### config.mk
export PLATFORM = sky130hd
export DESIGN_NAME = krsi_front_flat
export DESIGN_NICKNAME = d
export VERILOG_FILES = /design/src/sv/keyframe_retaining_segment_index_defines.svh /design/src/sv/krsi_pkg.sv /design/src/sv/krsi_if.sv /design/src/sv/krsi_front.sv /design/src/flat_wrapper.sv
export SDC_FILE = /design/constraint.sdc
export NUM_CORES = 1
export LEC_CHECK = 0
export ABC_AREA = 0
export BUFFER_PORTS_ARGS = -buffer_cell sky130_fd_sc_hd__buf_2
export CORE_MARGIN = 3
export CORE_UTILIZATION = 50
export DETAILED_ROUTE_END_ITERATION = 8
export PLACE_DENSITY = 0.77
export REMOVE_ABC_BUFFERS = 1
export SYNTH_ARGS = -nofsm -noshare
export SYNTH_HDL_FRONTEND = slang
export SYNTH_SLANG_ARGS = --single-unit
### constraint.sdc
create_clock -name clock -period 4 [get_ports clock]
set_clock_uncertainty 0.1 [all_clocks]
set_input_delay 0.2 -clock clock [delete_from_list [all_inputs] [get_ports clock]]
set_output_delay 0.2 -clock clock [all_outputs]
set_load 0.02 [all_outputs]
### src/sv/keyframe_retaining_segment_index_defines.svh
// Assertion macros shared by the segment index RTL.
// Included by modules that carry concurrent checks; no other dependencies.
`ifndef KEYFRAME_RETAINING_SEGMENT_INDEX_DEFINES_SVH
`define KEYFRAME_RETAINING_SEGMENT_INDEX_DEFINES_SVH

// expr must hold at every clock edge out of reset
`define KRSI_ASSERT_ALWAYS(lbl, clk, rst, expr) \
   lbl: assert property (@(posedge clk) disable iff (rst) (expr)) \
      else $error("assertion failed: expr");

// cons must hold whenever ante holds
`define KRSI_ASSERT_IMPLY(lbl, clk, rst, ante, cons) \
   lbl: assert property (@(posedge clk) disable iff (rst) (ante) |-> (cons)) \
      else $error("assertion failed: ante -> cons");

`endif

### src/sv/krsi_pkg.sv
// Types and constants of the segment index.
// No dependencies; imported by every other file but the assertion macro header.
`timescale 1ns / 1ps
package krsi_pkg;
   localparam int OP_W       = 2;
   localparam int TIME_W     = 40;
   localparam int SEQ_W      = 32;
   localparam int HANDLE_W   = 16;
   localparam int STATUS_W   = 2;
   localparam int HELD_W     = 7;
   localparam int WINDOW_W   = 32;

   // request op codes
   localparam logic [OP_W-1:0] OP_ADD  = 2'd0;
   localparam logic [OP_W-1:0] OP_FIND = 2'd1;
   localparam logic [OP_W-1:0] OP_KEY  = 2'd2;

   // classified request kinds
   localparam logic [1:0] KIND_ADD  = 2'd0;
   localparam logic [1:0] KIND_FIND = 2'd1;
   localparam logic [1:0] KIND_KEY  = 2'd2;
   localparam logic [1:0] KIND_NONE = 2'd3;

   localparam logic [STATUS_W-1:0] STATUS_OK   = 2'd0;
   localparam logic [STATUS_W-1:0] STATUS_NONE = 2'd1;
   localparam logic [STATUS_W-1:0] STATUS_FULL = 2'd2;

   localparam logic [SEQ_W-1:0] SEQ_MAX = '1;

   typedef struct packed {
      logic [1:0]          kind;
      logic [TIME_W-1:0]   time_ms;
      logic                is_keyframe;
      logic [HANDLE_W-1:0] payload_handle;
      logic [SEQ_W-1:0]    query_seq;
   } req_item_type;

   typedef struct packed {
      logic [SEQ_W-1:0]    seq;
      logic [TIME_W-1:0]   time_ms;
      logic                key;
      logic [HANDLE_W-1:0] handle;
   } seg_entry_type;
endpackage

### src/sv/krsi_if.sv
// Request and response channel interfaces of the segment index.
// Depends on krsi_pkg for field widths.
`timescale 1ns / 1ps
interface krsi_req_if import krsi_pkg::*; ();
   logic                valid;
   logic                ready;
   logic [OP_W-1:0]     op;
   logic [TIME_W-1:0]   time_ms;
   logic                is_keyframe;
   logic [HANDLE_W-1:0] payload_handle;
   logic [SEQ_W-1:0]    query_seq;
   modport source (output valid, op, time_ms, is_keyframe, payload_handle, query_seq,
                   input ready);
   modport sink (input valid, op, time_ms, is_keyframe, payload_handle, query_seq,
                 output ready);
endinterface


### src/sv/krsi_front.sv
// Front end: accepts requests, classifies the op and queues them (two entries).
// Depends on krsi_pkg and krsi_req_if.
`timescale 1ns / 1ps
module krsi_front import krsi_pkg::*; (
   input  logic         clock,
   input  logic         reset,
   krsi_req_if.sink     req_if,
   output logic         q_valid,
   output req_item_type q_item,
   input  logic         q_pop
);
   req_item_type slot_ff [2];
   req_item_type slot_in [2];
   logic         wr_ptr_ff, wr_ptr_in;
   logic         rd_ptr_ff, rd_ptr_in;
   logic [1:0]   fill_ff, fill_in;
   logic         push, pop;
   req_item_type new_item;

   always_comb begin
      case (req_if.op)
         OP_ADD:  new_item.kind = KIND_ADD;
         OP_FIND: new_item.kind = KIND_FIND;
         OP_KEY:  new_item.kind = KIND_KEY;
         default: new_item.kind = KIND_NONE;
      endcase
      new_item.time_ms        = req_if.time_ms;
      new_item.is_keyframe    = req_if.is_keyframe;
      new_item.payload_handle = req_if.payload_handle;
      new_item.query_seq      = req_if.query_seq;
   end

   assign req_if.ready = (fill_ff != 2'd2);
   assign q_valid      = (fill_ff != 2'd0);
   assign q_item       = slot_ff[rd_ptr_ff];
   assign push         = req_if.valid && req_if.ready;
   assign pop          = q_pop && q_valid;

   always_comb begin
      slot_in   = slot_ff;
      wr_ptr_in = wr_ptr_ff;
      rd_ptr_in = rd_ptr_ff;
      fill_in   = fill_ff;
      if (push) begin
         slot_in[wr_ptr_ff] = new_item;
         wr_ptr_in          = ~wr_ptr_ff;
      end
      if (pop) begin
         rd_ptr_in = ~rd_ptr_ff;
      end
      if (push && !pop) begin
         fill_in = fill_ff + 2'd1;
      end else if (pop && !push) begin
         fill_in = fill_ff - 2'd1;
      end
   end

   always_ff @(posedge clock) begin
      slot_ff <= slot_in;
      if (reset) begin
         wr_ptr_ff <= 1'b0;
         rd_ptr_ff <= 1'b0;
         fill_ff   <= 2'd0;
      end else begin
         wr_ptr_ff <= wr_ptr_in;
         rd_ptr_ff <= rd_ptr_in;
         fill_ff   <= fill_in;
      end
   end
endmodule

### src/flat_wrapper.sv
// flat-port wrapper written by rule: the top's interface ports become plain ports
module krsi_front_flat import krsi_pkg::*;
  (clock, reset, q_valid, q_item, q_pop, req_if_valid, req_if_op, req_if_time_ms, req_if_is_keyframe, req_if_payload_handle, req_if_query_seq, req_if_ready);
  krsi_req_if req_if_i ();
  input  logic clock;
  input  logic reset;
  output logic q_valid;
  output req_item_type q_item;
  input  logic q_pop;
  input wire logic [$bits(req_if_i.valid)-1:0] req_if_valid;
  input wire logic [$bits(req_if_i.op)-1:0] req_if_op;
  input wire logic [$bits(req_if_i.time_ms)-1:0] req_if_time_ms;
  input wire logic [$bits(req_if_i.is_keyframe)-1:0] req_if_is_keyframe;
  input wire logic [$bits(req_if_i.payload_handle)-1:0] req_if_payload_handle;
  input wire logic [$bits(req_if_i.query_seq)-1:0] req_if_query_seq;
  output wire logic [$bits(req_if_i.ready)-1:0] req_if_ready;
  assign req_if_i.valid = req_if_valid;
  assign req_if_i.op = req_if_op;
  assign req_if_i.time_ms = req_if_time_ms;
  assign req_if_i.is_keyframe = req_if_is_keyframe;
  assign req_if_i.payload_handle = req_if_payload_handle;
  assign req_if_i.query_seq = req_if_query_seq;
  assign req_if_ready = req_if_i.ready;
  krsi_front u_core (.clock(clock), .reset(reset), .req_if(req_if_i), .q_valid(q_valid), .q_item(q_item), .q_pop(q_pop));
endmodule
* Yosys cells after proc, flatten, opt, wreduce, memory -nomap -nowiden
Index checks and enable logic that the tools add are counted.
** Word-level totals
- Latch bits :: 0
- Memories kept :: 0
- Output and inout bits :: 93
- Input port bits :: 95
- Word-level logic and storage cells :: 44
- RAM bits :: 0
- Bits in read-only memories :: 0
- Register bits after elaboration :: 186
** Operators by class
- Equality and inequality tests :: 3
- Multiplexer cells :: 9
- Div/mod/pow operators :: 0
- $add $sub $neg :: 2
- Shift-type cells :: 0
- Magnitude comparators :: 3
- Reductions and logical operators :: 10
- Multiply operators :: 0
- Bitwise gates (word level) :: 4
** Operators by type and width (number)
- $mux W91 :: 4
- $bwmux W182 :: 1
- $demux W91 S1 :: 1
- $pmux W2 S3 :: 1
- $logic_and A1 B1 Y1 :: 5
- $ge A2 B2 Y1 const B :: 2
- $mux W2 :: 2
- $not A1 Y2 :: 2
- $reduce_bool A2 Y1 :: 2
- $add A2 B1 Y2 const B :: 1
- $eq A2 B1 Y1 const B :: 1
- $eq A2 B2 Y1 const B :: 1
- $logic_not A1 Y1 :: 2
- $logic_not A2 Y1 :: 1
- $lt A2 B1 Y1 const B :: 1
- $ne A2 B2 Y1 const B :: 1
- $not A1 Y1 :: 2
- $sub A2 B1 Y2 const B :: 1

* Logic depth before layout (Yosys ltp)
Gate-level depths: netlist of the first run.
- Word-level depth :: 6
- Mapped depth :: 6
- Mapped depth without buffers :: 6

* Worst setup path before layout of the first run
No wires, ideal clock.
- Path type :: register to register
- Start :: reg u_core.fill_ff[0]
- End :: reg u_core.slot_ff[0] (netlist bit), enable pin
- Arrival :: 2.757 ns
- Clock period less this slack :: 3.318 ns
- Path slack :: 0.682 ns
- Setup time :: 0.460 ns
- Cell stages (with the launch flop) :: 3
- Path buffers :: 0
- Required time :: 3.440 ns
- Path through :: dfxtp_1 > nand2b_4 > and3_1
** On the way
- Longest elaborated chain between the ends :: 2
** RTL lines
- start: declaration :: line krsi_front.sv:16 : logic [1:0] fill_ff, fill_in;
- start signal: assignment :: line krsi_front.sv:67 : fill_ff <= fill_in;
- $ne A2 B2 Y1 :: line krsi_front.sv:33 : assign req_if.ready = (fill_ff != 2'd2);
- named net req_if_ready :: line flat_wrapper.sv:16 : output wire logic [$bits(req_if_i.ready)-1:0] req_if_ready;
- $logic_and A1 B1 Y1 :: line krsi_front.sv:36 : assign push = req_if.valid && req_if.ready;
- end signal: assignment :: line krsi_front.sv:59 : slot_ff <= slot_in;
- end: declaration :: line krsi_front.sv:12 : req_item_type slot_ff [2];
The timed path passes the listed nets, and every way through them passes these cells.
A chain may end at the register's enable or synchronous reset.

==> results_dict.tcl, run 1 <==
set metrics [dict create \
    route.antenna.remaining_nets 0 \
    async_reset_ff_frac 0 \
    synthDistinctLibCells 20 \
    grt_antenna_before_repair 0 \
    worstSkewPairLatency_ps 420 \
    cp_max_fo 73 \
    rsz0062_at_grt "false" \
    cts_hold_buffers 93 \
    finalHoldViolCount 0 \
    r2r_slack_ps 1810 \
    whs_ps 112 \
    avgSynthCellArea_um2 22.2 \
    synth_most_common_cell "edfxtp_1" \
    worst_pin_slew_ps 965 \
    p_int_mw 3.94 \
    ys_warn_count 0 \
    holdCritPathClass "input pin to flop" \
    drt_iter0_markers 224 \
    synth_top_area_cell "edfxtp_1" \
    core-area_um2 13000 \
    grt_remaining_overflow 0 \
    clock-root-buffer "clkbuf_16" \
    worstSetupEndpoint "q_item[64]" \
    cts_resized 0 \
    synth-seq-area-share 0.815 \
    synthTopCellsByCount "edfxtp_1, mux2_2, buf_6" \
    start_util 0.524 \
    gr-usage-all-layers 0.181 \
    fin_area_um2 9400 \
    worst_path_max_delay_cell "dfxtp_4" \
    die_w_um 123 \
    setup_slack_ps 1400 \
    synth_cells 307 \
    io_pins 188 \
    area_delta_synth_final_pct 38.1 \
    drt-total-wl_um 13300 \
    synthFlopType "edfxtp_1" \
    port_buffers 187 \
    clkPwrFrac 0.274 \
    viasPerCell 4.91 \
    period_needed_ps 2600 \
    ys_ff_latch 186 \
    timing.rr.end "u_core.slot_ff[132]" \
    grt_max_degree 74 \
    detailed_place_hpwl_um 7910 \
    max_stage_delay_ps 1000 \
    fin_cells 786 \
    worstSetupPathType "flop to primary output" \
    report.final.slew_viol_count 0 \
    seqPwrFrac 0.464 \
    wl_per_cell_um 16.9 \
    dieArea_um2 15000 \
    timing.fmax_mhz 384 \
    max_slew_margin 0.357 \
    drc_errors 0 \
    p_comb_frac 0.262 \
    grt_pass1_vias 4099 \
    cp.required_ps 3700 \
    cts_setup_buffers 0 \
    cp-end-kind "primary output" \
    peakVddDrop_mv 0.384 \
    drive_above_1_share 0.521 \
    path_cells "buf_4 -> mux2_2 -> buf_2" \
    synth_edf_count 182 \
    setup_violations 0 \
    powerDensity_nw_per_um2 596 \
    synth_area_um2 6810 \
    dr.pass1.iters 4 \
    power_mw 5.60 \
    p_sw_mw 1.66 \
    post_dp_cell_area_um2 7910 \
    ys_top_cells_by_area "edfxtp_1, mux2_2, buf_6" \
    dp_slack_ps 1820 \
    synth_top_area_share 0.803 \
    finalCritPeriodShare 0.650 \
    die_h_um 123 \
    n_fill_cell 786 \
    place.gp.congestion 0.707 \
    p_sw_frac 0.296 \
    cts_buffer_depth 2 \
    maxCapViolations 0 \
    dp_cells 659 \
    cts_buffers 17 \
    reg2reg_from "u_core.fill_ff[0]" \
    grt_first_pass_wirelength_um 20200 \
    htreeDepth 4 \
    nNetsFinal 695 \
    arrival_ps 2300 \
    vias 3858 \
    status "finished clean" \
    cp-start-kind "flop" \
    cts_sinks 186 \
    fin_tns_setup_ps 0 \
    leakage_nw 3.52 \
    crit_path_start "u_core.rd_ptr_ff" \
    clk_pin_slew_ps 60 \
    cts_tree "built" \
    r2r_cells 4 \
    finish.utilization 0.724 \
    row_count 41 \
]
==> state kept, by name, indices dropped and copies added, names as in the netlist <==
signal / cells
u_core.wr_ptr_ff: 1
u_core.rd_ptr_ff: 1
u_core.slot_ff: 182
u_core.fill_ff: 2
==> worst min-delay path by stage <==
stage / start / endpoint / cells after the start
after detailed placement: req_if_query_seq[8] / u_core.slot_ff[8] / 1
after global routing: q_pop / u_core.rd_ptr_ff / 4
final: q_pop / u_core.rd_ptr_ff / 4
after global placement: req_if_query_seq[22] / u_core.slot_ff[113] / 1
after CTS: q_pop / u_core.rd_ptr_ff / 4
after floorplan: reset / u_core.fill_ff[1] / 1
==> metal layers <==
| layer | routed length [um] | up-vias | global-route usage |
|---|---|---|---|
| met4 | 268 | 0 | 0.0854 |
| met2 | 6930 | 144 | 0.314 |
| met1 | 5250 | 1887 | 0.200 |
| li1 | - | 1803 | - |
| met5 | 0 | - | 0 |
| met3 | 874 | 24 | 0.0622 |
==> logic make-up after synthesis <==
kind of cell    after synthesis  share of synthesized area
compound gates                5                    0.00441
xor+xnor                      3                    0.00386
fa+ha+maj                     1                    0.00184
buf+inv                      13                     0.0167
flops                       186                      0.815
mux                          91                      0.151
simple gates                  8                    0.00791
==> worst max-delay path: cells and delay by family, from the launching register on <==
kind | cells | cell delay (ps)
flip-flops | 1 | 1000
multiplexers | 1 | 360
buffers and inverters | 2 | 490
==> area by class of cell <==
class / count / area (um^2) / area share
Antenna cell: 2 / 5.00 / 0.000532
Clock inverter: 13 / 123 / 0.0130
Clock buffer: 19 / 433 / 0.0461
Inverter: 1 / 5.00 / 0.000532
Sequential cell: 186 / 5550 / 0.590
Multi-Input combinational cell: 108 / 1150 / 0.123
Tap cell: 172 / 215 / 0.0229
Timing Repair Buffer: 285 / 1920 / 0.204
==> power by group through the flow <==
stage / clock, mW / combinational [mW] / sequential, mW
after global placement: 0 / 1.37 / 2.63
after floorplan: 0 / 0.943 / 2.62
final: 1.53 / 1.47 / 2.60
after global routing: 1.65 / 1.57 / 2.63
after detailed placement: 0 / 1.40 / 2.64
after CTS: 1.56 / 1.48 / 2.60
==> layout by cell type (no fill, tap or decap), types with 2 or more instances in the layout <==
master / instances
edfxtp_1: 182
o21ai_0: 2
diode_2: 2
clkinv_4: 3
clkinvlp_4: 7
dlygate4sd3_1: 93
nor2_1: 2
mux2_2: 91
clkbuf_1: 2
xor2_1: 3
a21oi_1: 2
clkbuf_16: 17
clkinv_2: 2
dfxtp_1: 3
buf_2: 187
buf_4: 4
No activity file was read; power rests on OpenSTA's default activity.
==> run 2: changes to the inputs <==
CORE_UTILIZATION = 47   (was 50)
PLACE_DENSITY = 0.76   (was 0.77)
clock period = 2.14 ns   (was 4 ns; I/O delays follow)
==> run 2 against run 1 <==
Clock power increased by 100%. Critical path type unchanged. Sequential share of layout area decreased by 0.63 points. Sequential cell count unchanged. Die area increased by 6.1%. Worst hold slack improved by 120 ps. Critical path depth unchanged. Final area increased by 1.1%. Non-clock buffer count increased by 3. Largest power group unchanged. Highest routed layer is now met5. Utilization decreased by 4.8 points. Sequential power increased by 80%. Count of clock-buffer cells in the layout increased by 2. Via count decreased by 1.4%. Largest cell class unchanged.
==> results_dict.tcl, run 2 (synthesis results as in run 1) <==
set metrics [dict create \
    regMostFlops "u_core.slot_ff" \
    post_dp_cell_area_um2 7970 \
    powerDensity_nw_per_um2 1130 \
    cp-start-kind "flop" \
    port_buffers 187 \
    maxCapViolations 0 \
    grt_use_met1 0.196 \
    status "finished clean" \
    dr.pass1.iters 4 \
    n_fill_cell 900 \
    timing.fmax_mhz 546 \
    place.gp.congestion 0.720 \
    setup_violations 0 \
    max_slew_margin 0.696 \
    cp_max_fo 49 \
    cts_tree "built" \
    worstSetupPathType "flop to primary output" \
    arrival_ps 1620 \
    gr-usage-all-layers 0.172 \
    crit_path_start "u_core.rd_ptr_ff" \
    top_regs "u_core.slot_ff: 182 flops, u_core.fill_ff: 2 flops" \
    die_w_um 126 \
    leakage_nw 3.58 \
    cp.required_ps 1930 \
    fin_tns_setup_ps 0 \
    setup_slack_ps 310 \
    finalHoldViolCount 0 \
    power_mw 10.7 \
    drc_errors 0 \
    start_util 0.485 \
    met2_usage 0.304 \
    route.antenna.remaining_nets 0 \
    dieArea_um2 16000 \
    max_stage_delay_ps 390 \
    wl_per_cell_um 16.7 \
    min_from "q_pop" \
    peakVddDrop_mv 0.736 \
    top_usage_layer "met2" \
    fin_area_um2 9500 \
    largest_register_ffs 182 \
    cts_sinks 186 \
    core-area_um2 14000 \
    crit_family "buffers and inverters" \
    mostFrequentLayoutCell "buf_2" \
    cts_buffers 17 \
    worst_pin_slew_ps 455 \
    holdCritPathClass "input pin to flop" \
    row_count 43 \
    grt_antenna_before_repair 1 \
    reg2reg_from "u_core.fill_ff[0]" \
    io_pins 188 \
    nNetsFinal 698 \
    grt_pass1_vias 4233 \
    path_cells "buf_12 -> mux2_2 -> buf_2" \
    report.final.slew_viol_count 0 \
    worst_path_max_delay_cell "mux2_2" \
    cts_resized 0 \
    htreeDepth 4 \
    viasPerCell 4.78 \
    rsz0062_at_grt "false" \
    clock-root-buffer "clkbuf_16" \
    finalCritPeriodShare 0.855 \
    n_antenna_cell 0 \
    period_needed_ps 1830 \
    area_delta_synth_final_pct 39.6 \
    clk_pin_slew_ps 70 \
    worstSkewPairLatency_ps 420 \
    cp-end-kind "primary output" \
    drive_above_1_share 0.517 \
    cts_buffer_depth 2 \
    vias 3804 \
    grt_remaining_overflow 0 \
    drt_iter0_markers 245 \
    grt_max_degree 59 \
    detailed_place_hpwl_um 8080 \
    die_h_um 126 \
    met3_usage 0.0514 \
    worstPathBufferInverterCount 2 \
    drt-total-wl_um 13300 \
    final_cell_mix "buf_2, edfxtp_1, dlygate4sd3_1" \
    dp_slack_ps 423 \
    grt_first_pass_wirelength_um 21100 \
]
run 2: cell count changes in the layout (fill, tap and decap cells not counted), moves of 2 or more:
| cell | delta |
|---|---|
| clkinvlp_4 | -4 |
| buf_12 | +3 |
| bufinv_16 | +2 |
| clkbuf_1 | +2 |
| diode_2 | -2 |
run 2: cell type report:
class	count	area [um^2]	area share
Clock buffer	21	440	0.0464
Sequential cell	186	5550	0.584
Tap cell	180	225	0.0237
Inverter	1	6.26	0.000659
Timing Repair Buffer	288	1980	0.208
Multi-Input combinational cell	108	1150	0.121
Clock inverter	11	148	0.0155
run 2: per-layer routing:
metal  share of wire  up-vias
met5         0.00098        -
met4           0.018        2
met3           0.062       20
met2            0.53      127
met1            0.38     1851
li1                -     1804
run 2: final timing paths:
kind | end | slack (ps) | depth (start not counted)
max reg2reg | u_core.slot_ff[103] | 420 | 4
min reg2reg | u_core.fill_ff[1] | 460 | 2
min | u_core.fill_ff[0] | 230 | 5
max | q_item[32] | 310 | 3
run 2: timing repair:
action                                 in CTS  in global routing
setup buffers                               0                  0
hold buffers                               94                  0
endpoints found under the hold margin     186                  0
run 2: through the flow:
stage	hold slack [ps]	utilization	cells
floorplan	76.1	-	295
global placement	194	0.568	669
detailed placement	198	0.568	669
CTS	222	0.677	795
global route	258	0.677	795
finish	230	0.677	795
run 2: worst reg2reg max path: cells and delay by family, from the launching register on:
kind | cells | cell delay [ps]
buffers and inverters | 2 | 490
DFF | 1 | 410
and+or+nand+nor | 2 | 350
run 2: report_power, final:
| part | switching, mW | total [mW] | internal, mW |
|---|---|---|---|
| Combinational | 1.71 | 2.98 | 1.27 |
| Clock | 1.26 | 3.09 | 1.84 |
| Sequential | 0.125 | 4.67 | 4.55 |
| Total | 3.09 | 10.7 | 7.66 |
==> run 3: changes to the inputs <==
TNS_END_PERCENT = 50   (was not set)
clock period = 1.68 ns   (was 2.14 ns; I/O delays follow)
==> run 3 against run 2 <==
Non-clock buffer count grew 14. Global-route usage grew 1.4 points. Sequential share of layout area shrank 4.6 points. The flow now finishes with violations (setup timing). Count of clock-buffer cells in the layout shrank 3. Largest cell class unchanged. Critical path depth grew 1. Highest routed layer is now met4. Critical path type unchanged. Sequential cell count is the same.
==> results_dict.tcl, run 3 (synthesis results as in run 1) <==
set metrics [dict create \
    violations "setup timing" \
    cts_buffer_depth 2 \
    top_regs "u_core.slot_ff: 182 flops, u_core.fill_ff: 2 flops" \
    dieArea_um2 16000 \
    setup_violations 90 \
    max_stage_delay_ps 400 \
    peakVddDrop_mv 0.901 \
    cp.required_ps 1500 \
    whs_ps 124 \
    port_buffers 187 \
    htreeDepth 4 \
    clk_pin_slew_ps 60 \
    cts_sinks 186 \
    route.antenna.remaining_nets 0 \
    post_dp_cell_area_um2 8010 \
    report.final.slew_viol_count 0 \
    period_needed_ps 1790 \
    dr.pass1.iters 4 \
    finalHoldViolCount 0 \
    core-area_um2 14000 \
    nNetsFinal 712 \
    drc_errors 0 \
    largest_register_ffs 182 \
    n_antenna_cell 0 \
    cp_max_fo 8 \
    cts_tree "built" \
    grt_max_degree 49 \
    status "finished with violations" \
    setup_slack_ps -108 \
    start_util 0.485 \
    rsz0062_at_grt "true" \
    r2r_slack_ps 10 \
    worst_path_max_delay_cell "dfxtp_4" \
    path_cells "buf_12 -> clkbuf_16 -> mux2_4 -> buf_6" \
    grt_remaining_overflow 0 \
    finalCritPeriodShare 1.06 \
    regMostFlops "u_core.slot_ff" \
    worst_pin_slew_ps 302 \
    row_count 43 \
    maxCapViolations 0 \
    cp-end-kind "primary output" \
    worstSetupPathType "flop to primary output" \
    worstSkewPairLatency_ps 420 \
    wl_per_cell_um 19.4 \
    timing.rr.end "u_core.fill_ff[1]" \
    r2r_cells 5 \
    grt_first_pass_wirelength_um 22600 \
    vias 4009 \
    timing.fmax_mhz 559 \
    final_cell_mix "edfxtp_1, buf_2, dlygate4sd3_1" \
    arrival_ps 1600 \
    crit_path_start "u_core.rd_ptr_ff" \
    fin_tns_setup_ps -5890 \
    die_h_um 126 \
    detailed_place_hpwl_um 8350 \
    max_slew_margin 0.797 \
    fin_area_um2 10300 \
    powerDensity_nw_per_um2 1470 \
    drive_above_1_share 0.532 \
    mostFrequentLayoutCell "edfxtp_1" \
    gr-usage-all-layers 0.186 \
    cp-start-kind "flop" \
    holdCritPathClass "input pin to flop" \
    reg2reg_from "u_core.fill_ff[0]" \
    area_delta_synth_final_pct 51.5 \
    drt-total-wl_um 15600 \
    die_w_um 126 \
    grt_pass1_vias 4356 \
    drt_iter0_markers 257 \
    io_pins 188 \
    viasPerCell 4.96 \
    cts_buffers 17 \
    place.gp.congestion 0.764 \
    leakage_nw 3.99 \
    clock-root-buffer "clkbuf_16" \
    worstSetupEndpoint "q_item[67]" \
    grt_antenna_before_repair 0 \
]
run 3: worst min path at each step:
stage / startpoint / slack (ps) / depth (start not counted) / end
2_1_floorplan: reset / 50 / 1 / u_core.fill_ff[1]
3_3_place_gp: req_if_query_seq[28] / 170 / 1 / u_core.slot_ff[28]
3_5_place_dp: req_if_op[0] / 180 / 1 / u_core.slot_ff[89]
4_1_cts: q_pop / 70 / 5 / u_core.rd_ptr_ff
5_1_grt: q_pop / 150 / 5 / u_core.rd_ptr_ff
6_report: q_pop / 120 / 5 / u_core.rd_ptr_ff
run 3: cell type report:
class / instances / area [um^2]
clock buffers: 18 / 429
fillers: 784 / 3730
inverters: 1 / 6.26
multi-input cells: 108 / 1340
flip-flops and latches: 186 / 5550
well taps: 180 / 225
repair buffers: 302 / 2630
clock inverters: 13 / 130
run 3: worst max-delay path: cells and delay by family, from the launching register on:
kind                   cells  cell delay [ps]
buffers and inverters      3              460
DFF                        1              400
muxes                      1              310
run 3: stage by stage:
step                      utilization  total power, mW  std cells  worst slack, ps
after detailed placement        0.571             9.78        671            -19.5
final                           0.734             15.1        808             -108
after global placement          0.571             9.68        671             83.8
after CTS                       0.688             14.1        801             -191
after floorplan                     -             8.49        295            -1640
after global routing            0.734             15.7        808             -166
run 3: report_power, final:
group          internal, mW  leakage (nW)  switching (mW)  total [mW]
combinational          2.79          2.00            2.58        5.37
clock                  2.16         0.254            1.60        3.76
sequential             5.80          1.73           0.194        6.00
run 3: per-layer routing:
metal | global-route usage | vias to the layer above | routed length [um] | part of all wire
met5 | 0 | - | 0 | 0
met2 | 0.321 | 147 | 8460 | 0.54
met1 | 0.217 | 2002 | 6190 | 0.40
met4 | 0.0820 | 0 | 300 | 0.019
met3 | 0.0531 | 27 | 695 | 0.044
li1 | - | 1833 | - | -
run 3: what timing repair did:
| item | in CTS | in global routing |
|---|---|---|
| hold buffers | 93 | 0 |
| setup endpoints to repair | 83 | 92 |
| cloned | 2 | 6 |
| setup buffers | 4 | 2 |
| resized for setup | 21 | 152 |
| endpoints found under the hold margin | 186 | 0 |
